--- src/hdl/plt_pkg.sv ---
// ----------------------------------------------------------------------------
// plt_pkg
// shared constants, command/status structs and controller states for the
// pairwise linkage statistics unit
// ----------------------------------------------------------------------------
package plt_pkg;

   localparam int MAX_GENES  = 32;
   localparam int POP_BITS   = 16;
   localparam int ETB        = 12;

   localparam int GENE_W     = 16;
   localparam int PS_W       = 6;
   localparam int IDX_W      = $clog2(MAX_GENES);
   localparam int PAIRS      = (MAX_GENES * (MAX_GENES - 1)) / 2;
   localparam int SLOT_W     = $clog2(PAIRS);
   localparam int CNT_W      = POP_BITS;
   localparam int ADJ_W      = 32 + POP_BITS;
   localparam int STAT_W     = CNT_W + ADJ_W;
   localparam int Q_W        = 17;
   localparam int Q_ONE      = 65536;
   localparam int DIV_W      = 16 + POP_BITS;
   localparam int DCNT_W     = $clog2(DIV_W);
   localparam int ENT_N      = 1 << ETB;
   localparam int TOP_W      = $clog2(ETB);
   localparam int FRAC_W     = 16;
   localparam int LCNT_W     = $clog2(FRAC_W);
   localparam int LOG_W      = FRAC_W + TOP_W;
   localparam int M_W        = 31;
   localparam int PROD_W     = ETB + LOG_W;
   localparam int S_W        = PROD_W - ETB + 1;
   localparam int ENT_WHOLE  = ETB * Q_ONE;

   localparam logic OP_GENE  = 1'b0;
   localparam logic OP_QUERY = 1'b1;

   typedef enum logic [4:0] {
      ST_CLEAR,
      ST_IDLE,
      ST_ROW_RD,
      ST_ROW_LATCH,
      ST_ABS_RD,
      ST_ABS_CALC,
      ST_ABS_WR,
      ST_REB_RD,
      ST_REB_GO,
      ST_DIVK,
      ST_DIVA,
      ST_LOGK,
      ST_LOGNK,
      ST_PROD,
      ST_ENT,
      ST_DEP,
      ST_REB_WR,
      ST_Q_RD,
      ST_Q_OUT
   } state_type;

   typedef struct packed {
      logic clr_wr;
      logic gene_wr;
      logic pair_init;
      logic pair_next;
      logic row_rd;
      logic row_latch;
      logic abs_calc;
      logic abs_wr;
      logic div_start;
      logic div_sel_adj;
      logic k_latch;
      logic a_latch;
      logic log_start;
      logic log_sel_nk;
      logic lk_latch;
      logic lnk_latch;
      logic prod_calc;
      logic ent_calc;
      logic dep_calc;
      logic dist_wr;
      logic ready_set;
      logic q_latch;
      logic rsp_load;
   } cmd_type;

   typedef struct packed {
      logic clr_last;
      logic row_last;
      logic pair_last;
      logic pop_multi;
      logic div_done;
      logic log_done;
      logic rsp_free;
   } status_type;

endpackage

--- src/hdl/plt_ctrl.sv ---
// ----------------------------------------------------------------------------
// plt_ctrl
// controller: clearing pass, solution absorb sweep, distance rebuild, query
// ----------------------------------------------------------------------------
module plt_ctrl (
   input  logic                 clock,
   input  logic                 reset,
   input  logic                 req_valid,
   input  logic                 req_operation,
   input  logic                 req_last_gene,
   input  plt_pkg::status_type  status,
   output logic                 req_stall,
   output plt_pkg::cmd_type     cmd
);
   import plt_pkg::*;

   state_type state_ff;
   state_type state_in;

   always_ff @(posedge clock) begin
      if (reset) begin
         state_ff <= ST_CLEAR;
      end else begin
         state_ff <= state_in;
      end
   end

   assign req_stall = state_ff != ST_IDLE;

   always_comb begin
      cmd      = '0;
      state_in = state_ff;
      case (state_ff)
         ST_CLEAR: begin
            cmd.clr_wr = 1'b1;
            if (status.clr_last) begin
               state_in = ST_IDLE;
            end
         end
         ST_IDLE: begin
            if (req_valid) begin
               if (req_operation == OP_QUERY) begin
                  cmd.q_latch = 1'b1;
                  state_in    = ST_Q_RD;
               end else begin
                  cmd.gene_wr = 1'b1;
                  if (req_last_gene) begin
                     cmd.pair_init = 1'b1;
                     state_in      = ST_ROW_RD;
                  end
               end
            end
         end
         ST_ROW_RD: begin
            cmd.row_rd = 1'b1;
            state_in   = ST_ROW_LATCH;
         end
         ST_ROW_LATCH: begin
            cmd.row_latch = 1'b1;
            state_in      = ST_ABS_RD;
         end
         ST_ABS_RD: begin
            state_in = ST_ABS_CALC;
         end
         ST_ABS_CALC: begin
            cmd.abs_calc = 1'b1;
            state_in     = ST_ABS_WR;
         end
         ST_ABS_WR: begin
            cmd.abs_wr = 1'b1;
            if (status.pair_last) begin
               if (status.pop_multi) begin
                  cmd.pair_init = 1'b1;
                  state_in      = ST_REB_RD;
               end else begin
                  state_in = ST_IDLE;
               end
            end else begin
               cmd.pair_next = 1'b1;
               state_in      = status.row_last ? ST_ROW_RD : ST_ABS_RD;
            end
         end
         ST_REB_RD: begin
            state_in = ST_REB_GO;
         end
         ST_REB_GO: begin
            cmd.div_start = 1'b1;
            state_in      = ST_DIVK;
         end
         ST_DIVK: begin
            if (status.div_done) begin
               cmd.k_latch     = 1'b1;
               cmd.div_start   = 1'b1;
               cmd.div_sel_adj = 1'b1;
               state_in        = ST_DIVA;
            end
         end
         ST_DIVA: begin
            if (status.div_done) begin
               cmd.a_latch   = 1'b1;
               cmd.log_start = 1'b1;
               state_in      = ST_LOGK;
            end
         end
         ST_LOGK: begin
            if (status.log_done) begin
               cmd.lk_latch   = 1'b1;
               cmd.log_start  = 1'b1;
               cmd.log_sel_nk = 1'b1;
               state_in       = ST_LOGNK;
            end
         end
         ST_LOGNK: begin
            if (status.log_done) begin
               cmd.lnk_latch = 1'b1;
               state_in      = ST_PROD;
            end
         end
         ST_PROD: begin
            cmd.prod_calc = 1'b1;
            state_in      = ST_ENT;
         end
         ST_ENT: begin
            cmd.ent_calc = 1'b1;
            state_in     = ST_DEP;
         end
         ST_DEP: begin
            cmd.dep_calc = 1'b1;
            state_in     = ST_REB_WR;
         end
         ST_REB_WR: begin
            cmd.dist_wr = 1'b1;
            if (status.pair_last) begin
               cmd.ready_set = 1'b1;
               state_in      = ST_IDLE;
            end else begin
               cmd.pair_next = 1'b1;
               state_in      = ST_REB_RD;
            end
         end
         ST_Q_RD: begin
            state_in = ST_Q_OUT;
         end
         ST_Q_OUT: begin
            if (status.rsp_free) begin
               cmd.rsp_load = 1'b1;
               state_in     = ST_IDLE;
            end
         end
         default: begin
            state_in = ST_IDLE;
         end
      endcase
   end

endmodule

--- config.mk ---
export PLATFORM = sky130hd
export DESIGN_NAME = plt_ctrl
export DESIGN_NICKNAME = d
export VERILOG_FILES = /design/src/hdl/plt_pkg.sv /design/src/hdl/plt_ctrl.sv
export SDC_FILE = /design/constraint.sdc
export NUM_CORES = 1
export LEC_CHECK = 0
export BUFFER_PORTS_ARGS = -buffer_cell sky130_fd_sc_hd__buf_4
export CORE_AREA = 2 2 44 50
export DETAILED_ROUTE_END_ITERATION = 6
export DIE_AREA = 0 0 46 52
export PLACE_DENSITY = 0.8
export SLEW_MARGIN = 20
export SYNTH_ARGS = -nofsm -noshare
export SYNTH_HDL_FRONTEND = slang
export SYNTH_SLANG_ARGS = --single-unit
export TNS_END_PERCENT = 30
--- constraint.sdc ---
create_clock -name clock -period 1.5 [get_ports clock]
set_input_delay 0.15 -clock clock [delete_from_list [all_inputs] [get_ports clock]]
set_output_delay 0.15 -clock clock [all_outputs]
set_load 0.05 [all_outputs]
==> impl_metrics.json, run 1 <==
{
  "status": "finished with violations",
  "violations": "setup timing",
  "coreArea_um2": 1910,
  "routed_wl_um": 4420,
  "post-dp-hpwl_um": 2190,
  "cap_violations": 0,
  "period_minus_slack_ns": 1.86,
  "wl_per_cell_um": 21.9,
  "internal_power_mw": 0.758,
  "start_util": 0.384,
  "setup_viol": 28,
  "swShare": 0.455,
  "syn_avg_cell_area_um2": 6.81,
  "clk_pin_slew_ns": 0.05,
  "cts_tree": "yes",
  "synth_cell_types": 41,
  "largest_reg_flops": 5,
  "placed_area_um2": 1330,
  "top_regs": "state_ff x5",
  "clockRootBuffer": "clkbuf_4",
  "viasPerCell": 6.37,
  "pwr-share-comb": 0.753,
  "syn_to_final_growth_pct": 137,
  "p_clk_frac": 0.121,
  "period_share": 1.24,
  "via_count": 1286,
  "final_common_cell": "buf_4",
  "final_area_um2": 1740,
  "fin_nets": 196,
  "hold_class": "in2reg",
  "yosys_warnings": 0,
  "grt_pass1_vias": 1186,
  "portBuffers": 35,
  "synthesis.nets": 120,
  "fmax_mhz": 537,
  "most-common-layout-cells": "buf_4 (48), buf_6 (27), buf_8 (7)",
  "clk_latency_ns": 0.25,
  "max-vdd-ir-drop_v": 0.000653,
  "pwr-share-seq": 0.126,
  "grt_max_degree": 12,
  "ys_ff_latch": 5,
  "worst_slack_ns": -0.362,
  "r2r_setup_slack_ns": -0.27,
  "cts_hold_buf": 0,
  "regMostFlops": "state_ff",
  "num_rows": 17,
  "drt_drc_violations_left": 0,
  "num-fill-cells": 71,
  "p_leak_nw": 0.789,
  "cp-end-kind": "output pin",
  "ys_seq_area_frac": 0.136,
  "synth_area_leader_cell": "dfxtp_1",
  "first_pass_iters": 4,
  "cp_max_fo": 6,
  "netlist_top_cells_area": "dfxtp_1 (14%), nor3b_1 (8.2%), nor3_1 (6.8%), nor2_1 (5.1%), mux2i_1 (4.1%)",
  "finClkSkew_ns": 0.00144,
  "rr_startpoint": "state_ff[0]",
  "r2r-end": "state_ff[2]",
  "relSlewSlack": 0.756,
  "grt_pass1_wl_um": 5630,
  "die_area_um2": 2390,
  "synth_top_area_frac": 0.136,
  "cp-start-kind": "flip-flop",
  "syn-cell-area_um2": 736,
  "clockBufferDepth": 2,
  "syn_inst": 108,
  "min_to": "state_ff[2]",
  "gr-usage-all-layers": 0.333,
  "slew_viol_final": 0,
  "p_per_area_nw_per_um2": 798,
  "crit_type": "reg2out",
  "hold_viol": 0,
  "holdCritStartpoint": "reset",
  "drive_gt1_frac": 0.672,
  "reg2regPathDepth": 8,
  "holdPathStages": 2,
  "die_w_um": 46,
  "h-tree-depth": 1,
  "drt_iter0_markers": 50,
  "overflow": 0,
  "tns_ns": -5.70,
  "antenna_found_initial": 0,
  "io-pin-count": 36,
  "async_flop_share": 0,
  "arrival_ns": 1.71,
  "synth_top_flop_cell": "dfxtp_1",
  "synth_edf_count": 0,
  "grt_setup_unrepaired": "yes",
  "cts_sinks": 5,
  "cts_buffers": 3,
  "crit_required_ns": 1.35,
  "final_antenna_net_count": 0,
  "n_antenna_cell": 0,
  "die_h_um": 52,
  "p_sw_mw": 0.634,
  "tightest_slew_ns": 0.364,
  "gp_congestion": 0.906
}
[repair_timing]
| item | 4_1_cts | 5_1_grt |
|---|---|---|
| pin swaps | 17 | 5 |
| setup endpoints to repair | 28 | 28 |
| setup buffers | 11 | 4 |
| gates resized for setup | 54 | 17 |
[power groups by stage]
stage                     Sequential (mW)  Clock, mW  Combinational [mW]
after global routing                0.174      0.180                1.09
after detailed placement            0.198          0               0.737
after CTS                           0.168      0.172               0.947
after global placement              0.197          0               0.725
after floorplan                     0.169          0               0.505
final                               0.175      0.168                1.05
[area by class of cell]
| class | count | area [um^2] | share of cell area |
|---|---|---|---|
| flip-flops and latches | 5 | 119 | 0.0681 |
| clock buffers | 4 | 26.3 | 0.0151 |
| multi-input cells | 88 | 783 | 0.449 |
| inverters | 4 | 22.5 | 0.0129 |
| repair buffers | 82 | 769 | 0.441 |
| well taps | 19 | 23.8 | 0.0136 |
[cells in the mapped netlist (all sizes together) (3+ instances only)]
cell / instances
a21oi: 3
nand3: 3
and3: 4
nor2b: 3
clkbuf: 4
mux2i: 3
nor2: 10
buf: 7
dfxtp: 5
nor3: 10
nand2: 8
inv: 4
o21ai: 4
nor3b: 8
[worst max-delay path by stage]
stage / startpoint / endpoint / slack [ns]
3_3_place_gp: state_ff[3] / state_ff[2] / -0.15
2_1_floorplan: state_ff[1] / cmd[20] / -0.71
5_1_grt: state_ff[2] / cmd[2] / -0.39
4_1_cts: state_ff[3] / cmd[20] / -0.28
6_report: state_ff[2] / cmd[19] / -0.36
3_5_place_dp: state_ff[3] / state_ff[2] / -0.16
[per-layer routing]
layer / track usage / part of all wire / wire (um) / vias up
met5: 0 / 0 / 0 / -
li1: - / - / - / 542
met1: 0.397 / 0.36 / 1580 / 590
met2: 0.576 / 0.49 / 2180 / 127
met4: 0.171 / 0.048 / 213 / 0
met3: 0.0208 / 0.10 / 448 / 27
[worst max-delay path: stages (launching register included)]
cell and delay (ns):
dfxtp_4 0.36, buf_6 0.14, nor4b_4 0.31, buf_4 0.18, nor2b_4 0.17, o21ba_4 0.16
buf_8 0.14
[stage by stage]
step	cells	power, mW	setup slack [ns]	hold WS [ns]	utilization
final	202	1.39	-0.362	0.104	0.911
after global routing	202	1.44	-0.392	0.106	0.911
after CTS	198	1.29	-0.276	0.0847	0.858
after detailed placement	183	0.935	-0.162	0.359	0.695
after global placement	183	0.921	-0.149	0.354	0.695
after floorplan	108	0.674	-0.709	0.212	-
[logic make-up after synthesis]
group,Yosys count,share of synthesized area
buffers and inverters,15,0.114
flip-flops,5,0.136
AO/OA/AOI/OAI,21,0.211
multiplexers,3,0.0408
XOR/XNOR,2,0.0238
AND/OR/NAND/NOR,62,0.474
(Power assumes the default switching activity.)
==> run 2, diff against run 1 <==
--- a/config.mk
+++ b/config.mk
@@ -8,4 +8,5 @@
 export BUFFER_PORTS_ARGS = -buffer_cell sky130_fd_sc_hd__buf_4
 export CORE_AREA = 2 2 44 50
+export CTS_CLUSTER_DIAMETER = 60
 export DETAILED_ROUTE_END_ITERATION = 6
 export DIE_AREA = 0 0 46 52
==> constraint.sdc (replaced) <==
create_clock -name clock -period 1.5 [get_ports clock]
set_input_delay 0.3 -clock clock [delete_from_list [all_inputs] [get_ports clock]]
set_output_delay 0.3 -clock clock [all_outputs]
set_load 0.05 [all_outputs]
==> run 2 against run 1 <==
Effect of this change:
- the run still ends with setup timing left
- routed wire length fell by 16%
- combinational power barely moved
- highest routed layer unchanged
- sequential share of layout area rose by 0.32 points
==> impl_metrics.json, run 2 (synthesized netlist as in run 1, its figures left out) <==
{
  "clk_latency_ns": 0.24,
  "period_minus_slack_ns": 2.00,
  "min_to": "state_ff[1]",
  "cts_buffers": 3,
  "fin_cells": 191,
  "p_per_area_nw_per_um2": 819,
  "internal_power_mw": 0.761,
  "start_util": 0.384,
  "cp-end-kind": "output pin",
  "largest_reg_flops": 5,
  "clk_pin_slew_ns": 0.05,
  "most-common-layout-cells": "buf_4 (39), buf_6 (22), nor2_1 (7), buf_8 (7), dfxtp_4 (5)",
  "finClkSkew_ns": 0.00607,
  "grt_max_degree": 12,
  "clockBufferDepth": 2,
  "viasPerCell": 6.28,
  "gp_congestion": 0.890,
  "wl_per_cell_um": 19.3,
  "die_h_um": 52,
  "grt_pass1_wl_um": 4840,
  "grt_setup_unrepaired": "yes",
  "holdPathStages": 2,
  "crit_path_start": "state_ff[1]",
  "drive_gt1_frac": 0.640,
  "r2r_setup_slack_ns": -0.35,
  "portBuffers": 35,
  "hold_viol": 0,
  "setup_viol": 28,
  "status": "finished with violations",
  "syn_to_final_growth_pct": 127,
  "utilization": 0.871,
  "worst_slack_ns": -0.503,
  "overflow": 0,
  "relSlewSlack": 0.765,
  "die_area_um2": 2390,
  "final_area_um2": 1670,
  "pwr-share-seq": 0.131,
  "final_common_cell": "buf_4",
  "n_antenna_cell": 0,
  "post-dp-hpwl_um": 2130,
  "cp-start-kind": "flip-flop",
  "violations": "setup timing",
  "p_leak_nw": 0.717,
  "grt_pass1_vias": 1076,
  "max-vdd-ir-drop_v": 0.00112,
  "gr-usage-all-layers": 0.282,
  "place_inst": 178,
  "hold_class": "in2reg",
  "p_clk_frac": 0.115,
  "pwr-share-comb": 0.754,
  "crit_type": "reg2out",
  "final_antenna_net_count": 0,
  "num-fill-cells": 90,
  "regMostFlops": "state_ff",
  "coreArea_um2": 1910,
  "cap_violations": 0,
  "h-tree-depth": 1,
  "tightest_slew_ns": 0.352,
  "slew_viol_final": 0,
  "arrival_ns": 1.70,
  "reg2regPathDepth": 8,
  "num_rows": 17,
  "first_pass_iters": 4,
  "antenna_found_initial": 0,
  "via_count": 1199,
  "routed_wl_um": 3690,
  "cts_sinks": 5,
  "p_sw_mw": 0.604,
  "holdCritStartpoint": "reset",
  "rr_startpoint": "state_ff[1]",
  "clockRootBuffer": "clkbuf_4",
  "tns_ns": -7.46,
  "cp_max_fo": 6,
  "swShare": 0.443,
  "drt_drc_violations_left": 0,
  "r2r-end": "state_ff[2]",
  "placed_area_um2": 1330,
  "drt_iter0_markers": 43,
  "fmax_mhz": 499,
  "die_w_um": 46,
  "period_share": 1.34,
  "crit_required_ns": 1.20,
  "cts_tree": "yes",
  "fin_nets": 185,
  "io-pin-count": 36,
  "top_regs": "state_ff x5"
}
==> run 2: cell type report <==
cell class | count | area, um^2 | share of cell area
Sequential cell | 5 | 119 | 0.0713
Timing Repair Buffer | 71 | 706 | 0.423
Clock buffer | 4 | 26.3 | 0.0158
Tap cell | 19 | 23.8 | 0.0143
Inverter | 4 | 18.8 | 0.0113
Multi-Input combinational cell | 88 | 773 | 0.464
==> run 2: power by group through the flow <==
stage,Clock [mW],Combinational [mW],Sequential [mW]
floorplan,0,0.526,0.169
global placement,0,0.770,0.185
detailed placement,0,0.784,0.184
CTS,0.164,0.901,0.183
global route,0.171,1.08,0.181
finish,0.157,1.03,0.179
==> run 2: metrics by stage <==
step           power [mW]  setup slack (ns)  hold slack, ns
4_1_cts              1.25            -0.423           0.241
6_report             1.36            -0.503           0.248
3_3_place_gp        0.955            -0.213           0.503
5_1_grt              1.43            -0.570           0.249
3_5_place_dp        0.968            -0.230           0.508
2_1_floorplan       0.695            -0.859           0.362
==> run 2: layer usage <==
metal  wire length, um  share of wire  up-vias  GRT usage
met5                 0              0        -          0
met4               202          0.055        0      0.119
met3               230          0.062       24     0.0521
met2              1790           0.49       73      0.472
met1              1460           0.40      578      0.342
li1                  -              -      524          -
==> run 2: timing repair <==
| action | 4_1_cts | 5_1_grt |
|---|---|---|
| hold buffers | 0 | 0 |
| gates resized for setup | 27 | 35 |
| pin swaps | 9 | 5 |
| setup endpoints to repair | 28 | 28 |
| buffers inserted | 7 | 3 |
==> run 2: worst max-delay path by stage <==
stage,endpoint,depth (start not counted),slack (ns)
floorplan,cmd[20],7,-0.86
global placement,cmd[20],7,-0.21
detailed placement,cmd[20],7,-0.23
CTS,cmd[20],7,-0.42
global route,cmd[20],7,-0.57
finish,cmd[20],7,-0.50
==> run 2: critical path, stage by stage (launching register included) <==
cell and delay [ns]:
dfxtp_4 0.37, nor3b_4 0.22, and2_4 0.20, clkinvlp_4 0.11, nor3b_4 0.24, nand2_2 0.10
nand2_4 0.07, buf_8 0.15
==> run 3, diff against run 2 <==
- CORE_AREA: 2 2 44 50 -> 2 2 41 47
- DIE_AREA: 0 0 46 52 -> 0 0 43 49
- PLACE_DENSITY: 0.8 -> 0.86
- clock period: 1.5 -> 2.4 ns (I/O delays scaled with it)
==> run 3 against run 2 <==
Effect of this change:
- the run now ends clean
- design area fell by 36%
- first-iteration DRC count is 28% lower
- core utilization is 23 points lower
- routed wire length down 39%
- critical endpoint is now cmd[19]
==> impl_metrics.json, run 3 (synthesized netlist as in run 1, its figures left out) <==
{
  "status": "completed",
  "grt_setup_unrepaired": "no",
  "wl_per_cell_um": 14.3,
  "largest_reg_flops": 5,
  "io-pin-count": 36,
  "antenna_found_initial": 0,
  "final_antenna_net_count": 0,
  "holdCritStartpoint": "reset",
  "drt_iter0_markers": 31,
  "cap_violations": 0,
  "clockRootBuffer": "clkbuf_4",
  "clockBufferDepth": 2,
  "hold_viol": 0,
  "whs_ns": 0.426,
  "max-vdd-ir-drop_v": 0.000346,
  "post-dp-hpwl_um": 1710,
  "hold_class": "in2reg",
  "top_regs": "state_ff x5",
  "die_w_um": 43,
  "cts_buffers": 3,
  "p_leak_nw": 0.488,
  "worst_slack_ns": 0.129,
  "drt_drc_violations_left": 0,
  "die_area_um2": 2110,
  "coreArea_um2": 1680,
  "most-common-layout-cells": "buf_4 (40), nor2_1 (9), nor3_1 (8)",
  "clk_pin_slew_ns": 0.05,
  "grt_pass1_wl_um": 3870,
  "final_area_um2": 1070,
  "overflow": 0,
  "p_per_area_nw_per_um2": 531,
  "syn_to_final_growth_pct": 46.1,
  "place_ws_ns": 0.273,
  "cts_tree": "yes",
  "arrival_ns": 1.79,
  "period_minus_slack_ns": 2.27,
  "grt_max_degree": 23,
  "tightest_slew_ns": 0.362,
  "placed_area_um2": 1030,
  "grt_pass1_vias": 882,
  "cts_hold_buf": 0,
  "drive_gt1_frac": 0.390,
  "routed_wl_um": 2270,
  "cts_sinks": 5,
  "clk_latency_ns": 0.25,
  "n_antenna_cell": 0,
  "relSlewSlack": 0.757,
  "fmax_mhz": 440,
  "via_count": 942,
  "viasPerCell": 5.92,
  "portBuffers": 35,
  "die_h_um": 49,
  "start_util": 0.438,
  "setup_viol": 0,
  "finClkSkew_ns": 0.00685,
  "fin_nets": 154,
  "cp-end-kind": "output pin",
  "regMostFlops": "state_ff",
  "first_pass_iters": 4,
  "num_rows": 16,
  "crit_path_start": "state_ff[3]",
  "gp_congestion": 0.961,
  "fin_cells": 159,
  "final_common_cell": "buf_4",
  "slew_viol_final": 0,
  "cp_max_fo": 11,
  "tns_ns": 0,
  "crit_required_ns": 1.92,
  "place_inst": 154,
  "rr_startpoint": "state_ff[3]",
  "h-tree-depth": 1,
  "gr-usage-all-layers": 0.233,
  "period_share": 0.946,
  "crit_type": "reg2out",
  "cp-start-kind": "flip-flop"
}
[run 3: final timing paths]
kind / end / slack [ns] / cells past startpoint
worst max register to register: state_ff[2] / 0.54 / 6
worst min-delay path: state_ff[2] / 0.43 / 2
worst min register to register: state_ff[3] / 0.61 / 1
worst max-delay path: cmd[19] / 0.13 / 5
[run 3: stage by stage]
step | power, mW | util
after floorplan | 0.373 | -
after global placement | 0.448 | 0.610
after detailed placement | 0.455 | 0.610
after CTS | 0.560 | 0.629
after global routing | 0.607 | 0.639
final | 0.571 | 0.639
[run 3: cell type report]
class                           instances  area [um^2]
Tap cell                               18         22.5
Fill cell                             152          607
Sequential cell                         5          101
Multi-Input combinational cell         88          609
Inverter                                4         15.0
Clock buffer                            4         26.3
Timing Repair Buffer                   40          300
[run 3: routing by layer]
metal	global-route usage	up-vias	wire length [um]
met5	0	-	0
met4	0.101	0	51
met3	0.0333	8	219
met2	0.396	62	1120
met1	0.285	414	874
li1	-	458	-
[run 3: worst max-delay path: stages (launching register included)]
cell,delay (ns)
dfxtp_1,0.41
buf_4,0.23
nor4b_2,0.32
nor2b_2,0.24
o21ba_2,0.15
buf_4,0.18
[run 3: where the power goes]
part,total [mW],switching [mW],internal [mW]
sequential,0.103,0.0101,0.0924
clock,0.101,0.0382,0.0631
combinational,0.367,0.230,0.137
total,0.571,0.278,0.293
[run 3: repair_timing]
action / 4_1_cts / 5_1_grt
pin swaps: 0 / 1
resized for setup: 1 / 3
gates cloned: 0 / 0
setup buffers: 0 / 1
setup endpoints to repair: 1 / 2
